**config.mk**
```make
export PLATFORM = sky130hd
export DESIGN_NAME = modular_arith_mod_2_31_minus_1
export DESIGN_NICKNAME = d
export VERILOG_FILES = /design/src/hw/rtl/mm31_pkg.sv /design/src/hw/rtl/mm31_core.sv /design/src/hw/rtl/modular_arith_mod_2_31_minus_1.sv
export SDC_FILE = /design/constraint.sdc
export NUM_CORES = 2
export LEC_CHECK = 0
export ABC_AREA = 1
export BUFFER_PORTS_ARGS = -buffer_cell sky130_fd_sc_hd__buf_2
export CAP_MARGIN = 20
export CORE_ASPECT_RATIO = 1.5
export CORE_MARGIN = 4
export CORE_UTILIZATION = 40
export CTS_CLUSTER_DIAMETER = 50
export DETAILED_ROUTE_END_ITERATION = 8
export GPL_TIMING_DRIVEN = 0
export PLACE_DENSITY_LB_ADDON = 0.1
export SETUP_SLACK_MARGIN = 0.5
export SYNTH_ARGS = -nofsm -noshare
export SYNTH_HDL_FRONTEND = slang
export SYNTH_SLANG_ARGS = --single-unit
```
**constraint.sdc**
```tcl
create_clock -name clock -period 12.2 [get_ports clock]
set_input_delay 1.83 -clock clock [delete_from_list [all_inputs] [get_ports clock]]
set_output_delay 1.83 -clock clock [all_outputs]
set_load 0.02 [all_outputs]
```
**src/hw/rtl/mm31_pkg.sv**
```systemverilog
package mm31_pkg;

   localparam int unsigned DataWidth = 31;

   // the prime 2^31 - 1
   localparam logic [DataWidth-1:0] ModP = 31'h7FFF_FFFF;

   // operation codes
   localparam logic [1:0] MODE_ADD = 2'd0;
   localparam logic [1:0] MODE_SUB = 2'd1;
   localparam logic [1:0] MODE_MUL = 2'd2;
   localparam logic [1:0] MODE_DIV = 2'd3;

   typedef logic [DataWidth-1:0] data_type;

   // core -> top status
   typedef struct packed {
      logic idle;      // ready for a new word
      logic done;      // result held, waiting for ack
      logic zero_div;  // divide by a zero divisor
   } core_status_type;

   // x / 2 modulo P, x in 0..P-1
   function automatic data_type half_mod(input data_type x);
      logic [DataWidth:0] s;
      begin
         s = x[0] ? ({1'b0, x} + {1'b0, ModP}) : {1'b0, x};
         return s[DataWidth:1];
      end
   endfunction

   // (x - y) modulo P, x and y in 0..P-1
   function automatic data_type sub_mod(input data_type x, input data_type y);
      begin
         if (x >= y) begin
            return x - y;
         end else begin
            return DataWidth'(({1'b0, x} + {1'b0, ModP}) - {1'b0, y});
         end
      end
   endfunction

endpackage

```
**src/hw/rtl/mm31_core.sv**
```systemverilog
module mm31_core
   import mm31_pkg::*;
(
   input  logic            clock,
   input  logic            reset,
   input  logic            start,
   input  logic [1:0]      mode,
   input  data_type        operand_a,
   input  data_type        operand_b,
   input  logic            ack,
   output core_status_type status,
   output data_type        result
);

   localparam logic [2:0] S_IDLE = 3'd0;
   localparam logic [2:0] S_ADD  = 3'd1;
   localparam logic [2:0] S_INV  = 3'd2;
   localparam logic [2:0] S_MUL  = 3'd3;
   localparam logic [2:0] S_FOLD = 3'd4;
   localparam logic [2:0] S_FIN  = 3'd5;
   localparam logic [2:0] S_DONE = 3'd6;

   logic [2:0]  state_ff, state_in;
   logic [1:0]  mode_ff, mode_in;
   data_type    a_ff, a_in;
   data_type    u_ff, u_in;     // divisor / inverse loop / 2nd multiplicand
   data_type    v_ff, v_in;
   data_type    x1_ff, x1_in;
   data_type    x2_ff, x2_in;
   logic [2*DataWidth-1:0] prod_ff, prod_in;
   logic [DataWidth:0]     fold_ff, fold_in;
   data_type    res_ff, res_in;
   logic        zd_ff, zd_in;

   data_type           a_red, b_red;
   logic [DataWidth:0] sum;
   logic [DataWidth:0] fold2;

   // an operand equal to P reduces to 0
   assign a_red = (operand_a == ModP) ? '0 : operand_a;
   assign b_red = (operand_b == ModP) ? '0 : operand_b;

   assign sum   = {1'b0, a_ff} + {1'b0, u_ff};
   assign fold2 = {1'b0, fold_ff[DataWidth-1:0]} + {{DataWidth{1'b0}}, fold_ff[DataWidth]};

   always_comb begin
      state_in = state_ff;
      mode_in  = mode_ff;
      a_in     = a_ff;
      u_in     = u_ff;
      v_in     = v_ff;
      x1_in    = x1_ff;
      x2_in    = x2_ff;
      prod_in  = prod_ff;
      fold_in  = fold_ff;
      res_in   = res_ff;
      zd_in    = zd_ff;
      case (state_ff)
         S_IDLE: begin
            if (start) begin
               mode_in = mode;
               a_in    = a_red;
               u_in    = b_red;
               v_in    = ModP;
               x1_in   = DataWidth'(1);
               x2_in   = '0;
               zd_in   = 1'b0;
               case (mode)
                  MODE_ADD, MODE_SUB: state_in = S_ADD;
                  MODE_MUL:           state_in = S_MUL;
                  default: begin
                     if (b_red == '0) begin
                        zd_in    = 1'b1;
                        res_in   = '0;
                        state_in = S_DONE;
                     end else begin
                        state_in = S_INV;
                     end
                  end
               endcase
            end
         end
         S_ADD: begin
            if (mode_ff == MODE_ADD) begin
               res_in = (sum >= {1'b0, ModP}) ? DataWidth'(sum - {1'b0, ModP})
                                              : sum[DataWidth-1:0];
            end else begin
               res_in = sub_mod(a_ff, u_ff);
            end
            state_in = S_DONE;
         end
         S_INV: begin
            // binary extended gcd, one step per cycle
            if (u_ff == DataWidth'(1)) begin
               state_in = S_MUL;
               u_in     = x1_ff;
            end else if (v_ff == DataWidth'(1)) begin
               state_in = S_MUL;
               u_in     = x2_ff;
            end else if (!u_ff[0]) begin
               u_in  = u_ff >> 1;
               x1_in = half_mod(x1_ff);
            end else if (!v_ff[0]) begin
               v_in  = v_ff >> 1;
               x2_in = half_mod(x2_ff);
            end else if (u_ff >= v_ff) begin
               u_in  = u_ff - v_ff;
               x1_in = sub_mod(x1_ff, x2_ff);
            end else begin
               v_in  = v_ff - u_ff;
               x2_in = sub_mod(x2_ff, x1_ff);
            end
         end
         S_MUL: begin
            prod_in  = (2*DataWidth)'(a_ff) * (2*DataWidth)'(u_ff);
            state_in = S_FOLD;
         end
         S_FOLD: begin
            // 2^31 == 1 mod P
            fold_in  = {1'b0, prod_ff[DataWidth-1:0]} + {1'b0, prod_ff[2*DataWidth-1:DataWidth]};
            state_in = S_FIN;
         end
         S_FIN: begin
            res_in = (fold2 >= {1'b0, ModP}) ? DataWidth'(fold2 - {1'b0, ModP})
                                             : fold2[DataWidth-1:0];
            state_in = S_DONE;
         end
         S_DONE: begin
            if (ack) begin
               state_in = S_IDLE;
            end
         end
         default: state_in = S_IDLE;
      endcase
   end

   always_ff @(posedge clock) begin
      if (reset) begin
         state_ff <= S_IDLE;
      end else begin
         state_ff <= state_in;
      end
   end

   always_ff @(posedge clock) begin
      mode_ff <= mode_in;
      a_ff    <= a_in;
      u_ff    <= u_in;
      v_ff    <= v_in;
      x1_ff   <= x1_in;
      x2_ff   <= x2_in;
      prod_ff <= prod_in;
      fold_ff <= fold_in;
      res_ff  <= res_in;
      zd_ff   <= zd_in;
   end

   assign status.idle     = (state_ff == S_IDLE);
   assign status.done     = (state_ff == S_DONE);
   assign status.zero_div = zd_ff;
   assign result          = res_ff;

   a_start_idle: assert property (@(posedge clock) disable iff (reset)
      start |-> state_ff == S_IDLE)
      else $error("start outside idle");

   a_inv_nonzero: assert property (@(posedge clock) disable iff (reset)
      state_ff == S_INV |-> (u_ff != '0 && v_ff != '0))
      else $error("gcd operand reached zero");

   a_res_range: assert property (@(posedge clock) disable iff (reset)
      status.done |-> res_ff != ModP)
      else $error("result not reduced");

   a_zd_zero: assert property (@(posedge clock) disable iff (reset)
      (status.done && zd_ff) |-> (res_ff == '0 && mode_ff == MODE_DIV))
      else $error("zero divisor with nonzero result");

   a_hold: assert property (@(posedge clock) disable iff (reset)
      (status.done && !ack) |=> (status.done && $stable(res_ff) && $stable(zd_ff)))
      else $error("result lost before ack");

endmodule

```
**src/hw/rtl/modular_arith_mod_2_31_minus_1.sv**
```systemverilog
// Arithmetic unit over the integers modulo P = 2^31 - 1.
//
// Request channel (req_valid/req_ready): one word carries a mode (add, subtract,
// multiply, divide) and two 31-bit operands; an operand equal to P counts as 0.
// Response channel (rsp_valid/rsp_ready): one word per request with the result
// in 0..P-1 and zero_divisor, set (with result 0) on a divide by zero.
//
// Path from accept to rsp_valid, through the core and then the output register:
//   add / subtract  one add or subtract step
//   multiply        31x31 product, then two fold stages
//   divide by zero  flagged at accept with result 0, no core step
//   divide          the inverse comes from a binary extended gcd that takes
//                   one halve or subtract step a cycle, followed by the
//                   multiply and its fold stages.
// One request is in the core at a time: req_ready is high only while it is idle.
// The core goes idle on the edge that moves its result out, so a new word is
// taken only once the last word's result has left the core.
// A finished result moves to the output register; if the receiver stalls with a
// word already there, the core holds its result and takes no new request.
// Reset (synchronous, active high) empties the core and the output register.
module modular_arith_mod_2_31_minus_1
   import mm31_pkg::*;
(
   input  logic        clock,
   input  logic        reset,
   input  logic        req_valid,
   output logic        req_ready,
   input  logic [1:0]  req_mode,
   input  logic [30:0] req_operand_a,
   input  logic [30:0] req_operand_b,
   output logic        rsp_valid,
   input  logic        rsp_ready,
   output logic [30:0] rsp_result,
   output logic        rsp_zero_divisor
);

   core_status_type core_status;
   data_type        core_result;
   logic            core_start;
   logic            core_ack;

   logic            rsp_valid_ff, rsp_valid_in;
   data_type        rsp_result_ff, rsp_result_in;
   logic            rsp_zd_ff, rsp_zd_in;

   // accept a word only when the core sits idle
   assign req_ready  = core_status.idle;
   assign core_start = req_valid && req_ready;

   // move the core's result out when the output register is free or draining
   assign core_ack = core_status.done && (!rsp_valid_ff || rsp_ready);

   mm31_core u_core (
      .clock     (clock),
      .reset     (reset),
      .start     (core_start),
      .mode      (req_mode),
      .operand_a (req_operand_a),
      .operand_b (req_operand_b),
      .ack       (core_ack),
      .status    (core_status),
      .result    (core_result)
   );

   always_comb begin
      rsp_valid_in  = rsp_valid_ff;
      rsp_result_in = rsp_result_ff;
      rsp_zd_in     = rsp_zd_ff;
      if (rsp_valid_ff && rsp_ready) begin
         rsp_valid_in = 1'b0;
      end
      if (core_ack) begin
         rsp_valid_in  = 1'b1;
         rsp_result_in = core_result;
         rsp_zd_in     = core_status.zero_div;
      end
   end

   always_ff @(posedge clock) begin
      if (reset) begin
         rsp_valid_ff <= 1'b0;
      end else begin
         rsp_valid_ff <= rsp_valid_in;
      end
   end

   // payload, no reset
   always_ff @(posedge clock) begin
      rsp_result_ff <= rsp_result_in;
      rsp_zd_ff     <= rsp_zd_in;
   end

   assign rsp_valid        = rsp_valid_ff;
   assign rsp_result       = rsp_result_ff;
   assign rsp_zero_divisor = rsp_zd_ff;

endmodule

```
# ---- Word level (Yosys, flattened, before mapping)
# Cells that the tools add are included.
dict set report word_totals {
  regBits 319
  out_inout_bits 34
  wordCells 138
}
dict set report op_classes {
  addsub 16
  mul 1
  n_lt_le_gt_ge 6
  eq_ne 25
  n_mux 51
  reduce_logical 23
}
# cell count
set ops {}
lappend ops {{two-way mux 31 bit} 34}
lappend ops {{one-hot mux 31 bit (2 select lines)} 4}
lappend ops {{subtractor 31 bit} 8}
lappend ops {{>= comparator 31 bit} 4}
lappend ops {{one-hot mux 31 bit (3 select lines)} 1}
lappend ops {{adder 31 x 31 -> 32 bit} 2}
lappend ops {{adder 31 x 31 -> 32 bit, second input constant} 2}
lappend ops {{>= comparator 32 x 31 -> 1 bit, second input constant} 2}
lappend ops {{two-way mux 32 bit} 2}
lappend ops {{equality test 31 x 1 -> 1 bit, second input constant} 2}
lappend ops {{equality test 31 bit, second input constant} 2}
lappend ops {{multiplier 31 x 31 -> 62 bit} 1}
lappend ops {{subtractor 31 bit, second input constant} 2}
lappend ops {{adder 31 x 1 -> 32 bit} 1}
lappend ops {{adder 31 bit, second input constant} 1}
lappend ops {{zero test 31 bit} 1}
lappend ops {{one-hot mux 3 bit (6 select lines)} 1}
lappend ops {{two-way mux 3 bit} 5}
lappend ops {{AND reduction 6 bit} 2}
lappend ops {{inequality test 5 bit, second input constant} 2}
lappend ops {{equality test 3 bit, second input constant} 3}
lappend ops {{inequality test 3 bit, second input constant} 3}
lappend ops {{inequality test 2 x 1 -> 1 bit, second input constant} 4}
lappend ops {{AND reduction 4 bit} 2}
lappend ops {{20 further kinds} 31}

# ---- Depth between registers and ports, before layout
dict set report logic_depth {
  ltp_word 9
  mapped_depth 34
}

# ---- By module
# Synthesis repeated with hierarchy kept, for this count alone.
dict set report unflattened {
  hier_cells 9072
  area_unflattened_um2 66441.2
}
# mod instances cells_per_inst area_per_inst_um2 seq_area_each_um2
set by_module_without_submodules {}
lappend by_module_without_submodules {mm31_core 1 9032 65425.2 8558.2}
lappend by_module_without_submodules {modular_arith_mod_2_31_minus_1 1 40 1016.0 980.9}

# ---- Least setup slack after synthesis
# OpenSTA, ideal clock, no wires.
dict set report synth_timing {
  path_kind {flip-flop to flip-flop}
  startpoint {register u_core.u_ff[9]}
  endpoint {register u_core.prod_ff[45] (data pin)}
  setup_ns 0.260
  arrival_ns 6.783
  setup_slack_ns 5.157
  stages_incl_launch_ff 30
  n_path_buf 2
  period_less_slack_ns 7.043
  path_cell_list {edfxtp_1 clkbuf_1 clkbuf_1 nand2_1 inv_1 fa_1 fa_1 inv_1 fa_1 fa_1 inv_1 fa_1 fa_1 fa_1 inv_1 fa_1 inv_1 ha_1 nand2_1 nor2_1 inv_1 nor2_1 inv_1 nor4_1 a21oi_1 o31ai_1 a21o_1 nand3_1 nand2_1 xor2_1}
}
dict set report synth_via {
  elab_chain_len 1
}
# element line
set synth_rtl {}
lappend synth_rtl {{start, declared} mm31_core.sv:26} ;# data_type u_ff, u_in;
lappend synth_rtl {{start signal, assigned} mm31_core.sv:148} ;# u_ff <= u_in;
lappend synth_rtl {{multiplier 31 x 31 -> 62 bit} mm31_core.sv:115} ;# prod_in = (2*DataWidth)'(a_ff) * (2*DataWidth)'(u_ff);
lappend synth_rtl {{end signal, assigned} mm31_core.sv:152} ;# prod_ff <= prod_in;
lappend synth_rtl {{end, declared} mm31_core.sv:30} ;# logic [2*DataWidth-1:0] prod_ff, prod_in;
# Every way passes these cells.
# A chain may end at the register's enable or synchronous reset.

# ---- Final worst setup path
dict set report layout_timing {
  startpoint {register u_core.u_ff[1]}
  endpoint {register u_core.prod_ff[35] (data pin)}
}
# The elaborated chain is that of the path after synthesis.

==> results.txt <==
The run finished with clean final reports. The share of flip-flops with an asynchronous set or reset after synthesis is 0%. Counting cells, the worst reg-to-reg path comes to 25. In this run the critical register-to-register path is captured at u_core.prod_ff[35].

For this configuration, the core starts out at a cell density of 40.2%. The global-route usage over all layers came out at 39.4%. The residual DRC count is 0.

The number of DRC violations after detailed-routing iteration 0 came out at 5,569. The number of clock sinks came out at 319. The most numerous cell type found on the critical path is fa_1. Port buffering added 101 buffers.

The hold-fix buffer count after cts is 0. In this run the most critical hold path is launched from u_core.zd_ff. Grouping stages by cell kind, the critical path spends the most delay in adder cells. The number of storage elements in the synthesis netlist is 319. The slew at the pin closest to its max-slew limit is 1.33 ns. The area taken by flip-flops and latches came out at 0.00954 sq mm. The number of cells in the finished layout apart from fillers is 11,551.

The number of warnings reported in the yosys synthesis log is 0. For the final routed database, the setup TNS stands at 0 ns. The worst setup path is captured at a flop. The unique cell type count in the Yosys netlist came out at 63.

The worst setup path is launched from a flop. The critical path data required time is 12.53 ns. The number of max-slew violations in the final report came out at 0.

The instance count along the most critical hold path came out at 0. The area used by multi-input combinational logic came out at 0.0477 sq mm. The critical path buffer and inverter count came out at 7. The time the final worst path needs with I/O delays and setup is 10.23 ns.

The initial antenna violation count came to 8. The largest fanout on the critical path came out at 10. The core footprint is 0.166 sq mm. The tightest hold path in the finished design has a slack of 0.418 ns. The clock tree from TritonCTS is yes. Sequential cells were found to cover 14.3% of the synthesized design area. The I/O pin count came out at 102. The number of cells after detailed placement is 11,448. Setup violations remaining at the end of the flow were counted as 0. The tree is rooted in a clkbuf_16. The cell accounting for the most synthesized area is fa_1. Sorting the synthesized cells by area gives the leading types as fa_1 (25%), edfxtp_1 (14%), inv_1 (12%). The placement row count came out at 183. The number of global-route vias before repair came out at 65,269. The tool flagged a number of max-cap violations equal to 0. The clock latency reported for the late side of the worst-skew pair came out at 0.70 ns. The first global-routing pass estimated 479 mm of wire. The count of flip-flops with a built-in enable after synthesis is 315. The peak clock frequency supported by timing came out at 97.7 MHz. The worst-case hold path end point is rsp_zero_divisor. The number of failing hold endpoints at the final stage was 0. The global-route congestion overflow total came out at 0.

The cell with the largest stage delay on the worst path is clkbuf_1. The number of gates given a new drive strength after cts came out at 0. The area enclosed by the die boundary came out at 0.173 sq mm. The clock input transition at the sequential cells of the worst setup and hold paths is 0.07 ns. Using the TritonRoute via totals, the vias-per-cell ratio works out to 5.53. The per-instance average area after synthesis came out at 7.32 sq um. The placer congestion estimate came out at 1.06.

The tightest min-delay check is of the reg -> reg type. Counting every net in the synthesized netlist gives 10,538. Post-CTS timing repair inserted 0 buffers for setup. Dividing the detail-routed wire length by the instance count gives 29.9 um. The post-synthesis instance area came out at 0.0665 sq mm. The worst relative slew slack is 11.3%. The fraction of layout instances using a drive strength above 1 is 4.14%. Entering global routing, the biggest net connects 39 pins. In the synthesized netlist the dominant register cell turns out to be edfxtp_1. The final-stage net count came out at 10,739. The die is 341 um wide. The filler cells instantiated in the layout total 17,521.

The signal arrival time at the worst endpoint came out at 10.57 ns. The die extent in y came out at 507 um. In this run the critical register-to-register path is launched from u_core.u_ff[1]. The synthesized instance count is 9,083. The number of levels the H-tree was split into is 2.

The detailed-router iteration count before antenna repair is 6. The TritonCTS buffer count came out at 47. The share of the clock period used by the worst path came out at 83.9%.

The number of routed nets with antenna violations came out at 0. The area share of the largest cell type after synthesis is 25.5%. The worst reg-to-reg setup slack is 1.97 ns. On the worst path, the slowest cell contributes a delay of 0.92 ns. Setup repair after global routing left no endpoint under its margin.

The clock passes through at most 3 buffers. The HPWL reported at the end of detailed placement came out at 297 mm. Clock skew on the completed layout was measured at 0.0476 ns. After detailed routing, the total wire length is 345 mm. The critical path depth came out at 25.

The post-route core utilization is 43.7%. The via count came out at 63,820. The area added between synthesis and finish came out at 8.86%. By startpoint and endpoint, the worst setup path is classified as reg -> reg.
## flip-flops by register name, summed over array words and instances, names as in the netlist
register and count:
u_core.zd_ff 1, u_core.a_ff 31, u_core.result 31, rsp_zero_divisor 1, u_core.fold_ff 32, u_core.v_ff 31, rsp_valid 1, u_core.mode_ff 2
u_core.x1_ff 31, u_core.state_ff 3, u_core.prod_ff 62, rsp_result 31, u_core.x2_ff 31, u_core.u_ff 31
## worst max-delay path by stage
stage / slack, ns / to / from
global placement: 2.04 / u_core.prod_ff[31] / u_core.u_ff[3]
global route: 1.85 / u_core.prod_ff[35] / u_core.u_ff[1]
finish: 1.97 / u_core.prod_ff[35] / u_core.u_ff[1]
CTS: 2.32 / u_core.prod_ff[31] / u_core.u_ff[1]
detailed placement: 2.39 / u_core.prod_ff[31] / u_core.u_ff[1]
floorplan: 5.16 / u_core.prod_ff[45] / u_core.u_ff[9]
## placed cells by master (no fill, tap or decap), types with 11 or more instances in the layout
cell type  Yosys  layout
clkbuf_1     305     304
nand2_1     2033    2033
o221ai_1      36      36
nor4_1        43      43
a31oi_1       52      51
buf_16         0      12
a21oi_1      599     598
nand3b_1      12      12
xnor2_1       74      74
o21ai_0      385     385
o21a_1        32      32
buf_8          0      32
clkbuf_16      0      47
nand4_1       73      73
nand3_1      279     279
xor2_1       272     272
o21ai_1       38      38
nor3_1        76      76
inv_2         23      23
clkinv_1       3      12
a21boi_0      11      11
ha_1         541     541
inv_1       2071    2070
fa_1         846     846
o21bai_1      28      28
nor2_1       591     587
edfxtp_1     315     315
nand2_2       13      13
a211oi_1      17      16
o211ai_1     115     115
a21o_1        22      22
nor2_2        24      24
buf_2         36     138
## cell usage after synthesis, drive strengths merged (5+ instances only)
cell	n
a211oi	17
a21boi	12
a21o	22
a21oi	600
a221oi	7
a31oi	52
and2	7
and3	5
buf	54
clkbuf	308
edfxtp	315
fa	846
ha	541
inv	2095
nand2	2047
nand3	287
nand3b	12
nand4	74
nor2	619
nor3	84
nor4	44
o2111ai	6
o211ai	115
o21a	32
o21ai	423
o21bai	28
o221ai	36
o22ai	8
o31ai	9
or2	8
xnor2	74
xor2	272
## worst register-to-register path, cell delays in order, from the launching register on
cell and delay, ns:
edfxtp_1 0.88, clkbuf_1 0.93, buf_8 0.25, clkbuf_1 0.44
nand2_1 0.16, fa_1 0.56, inv_1 0.05, fa_1 0.46
fa_1 0.55, ha_1 0.22, ha_1 0.28, inv_1 0.05
fa_1 0.47, inv_1 0.05, fa_1 0.46, ha_1 0.41
nand2_1 0.08, inv_1 0.05, a21boi_0 0.35, o21bai_1 0.49
a21oi_1 0.21, o21ai_0 0.56, a21oi_1 0.19, o21ai_0 0.74
a31oi_1 0.23, xnor2_1 0.76
## kinds of logic (layout without fill, tap and decap cells)
group / count (synthesis) / in the layout / share of synthesized area, %
XOR/XNOR: 346 / 346 / 4.56
adder cells (fa/ha/maj): 1387 / 1387 / 35.7
AO/OA/AOI/OAI: 1378 / 1378 / 11.7
flip-flops: 319 / 319 / 14.3
other: 0 / 9 / 0
AND/OR/NAND/NOR: 3192 / 3192 / 19.7
buffers and inverters: 2461 / 2700 / 14.0
## layout make-up
cell class	instances	area share, %
multi-input cells	6303	65.9
clock inverters	34	0.491
diodes	9	0.0311
clock buffers	53	1.66
well taps	2220	3.84
flip-flops and latches	319	13.2
repair buffers	152	2.01
inverters	2099	10.9
plain buffers	362	2.03
## metal layers
| metal | global-route usage [%] | vias to the layer above | wire length, um |
|---|---|---|---|
| met4 | 36.9 | 4 | 40800 |
| met2 | 68.5 | 2940 | 168000 |
| met1 | 40.4 | 31262 | 115000 |
| li1 | - | 28523 | - |
| met3 | 5.95 | 1091 | 20800 |
| met5 | 0 | - | 34 |
## metrics by stage
stage / area [sq um] / worst slack, ns
after floorplan: 66500 / 5.16
after global placement: 69800 / 2.04
after detailed placement: 70700 / 2.39
after CTS: 72200 / 2.32
after global routing: 72400 / 1.85
final: 72400 / 1.97
Power is not shown: default switching activity piles up to over one toggle a cycle in this logic, so the estimate is an artifact.
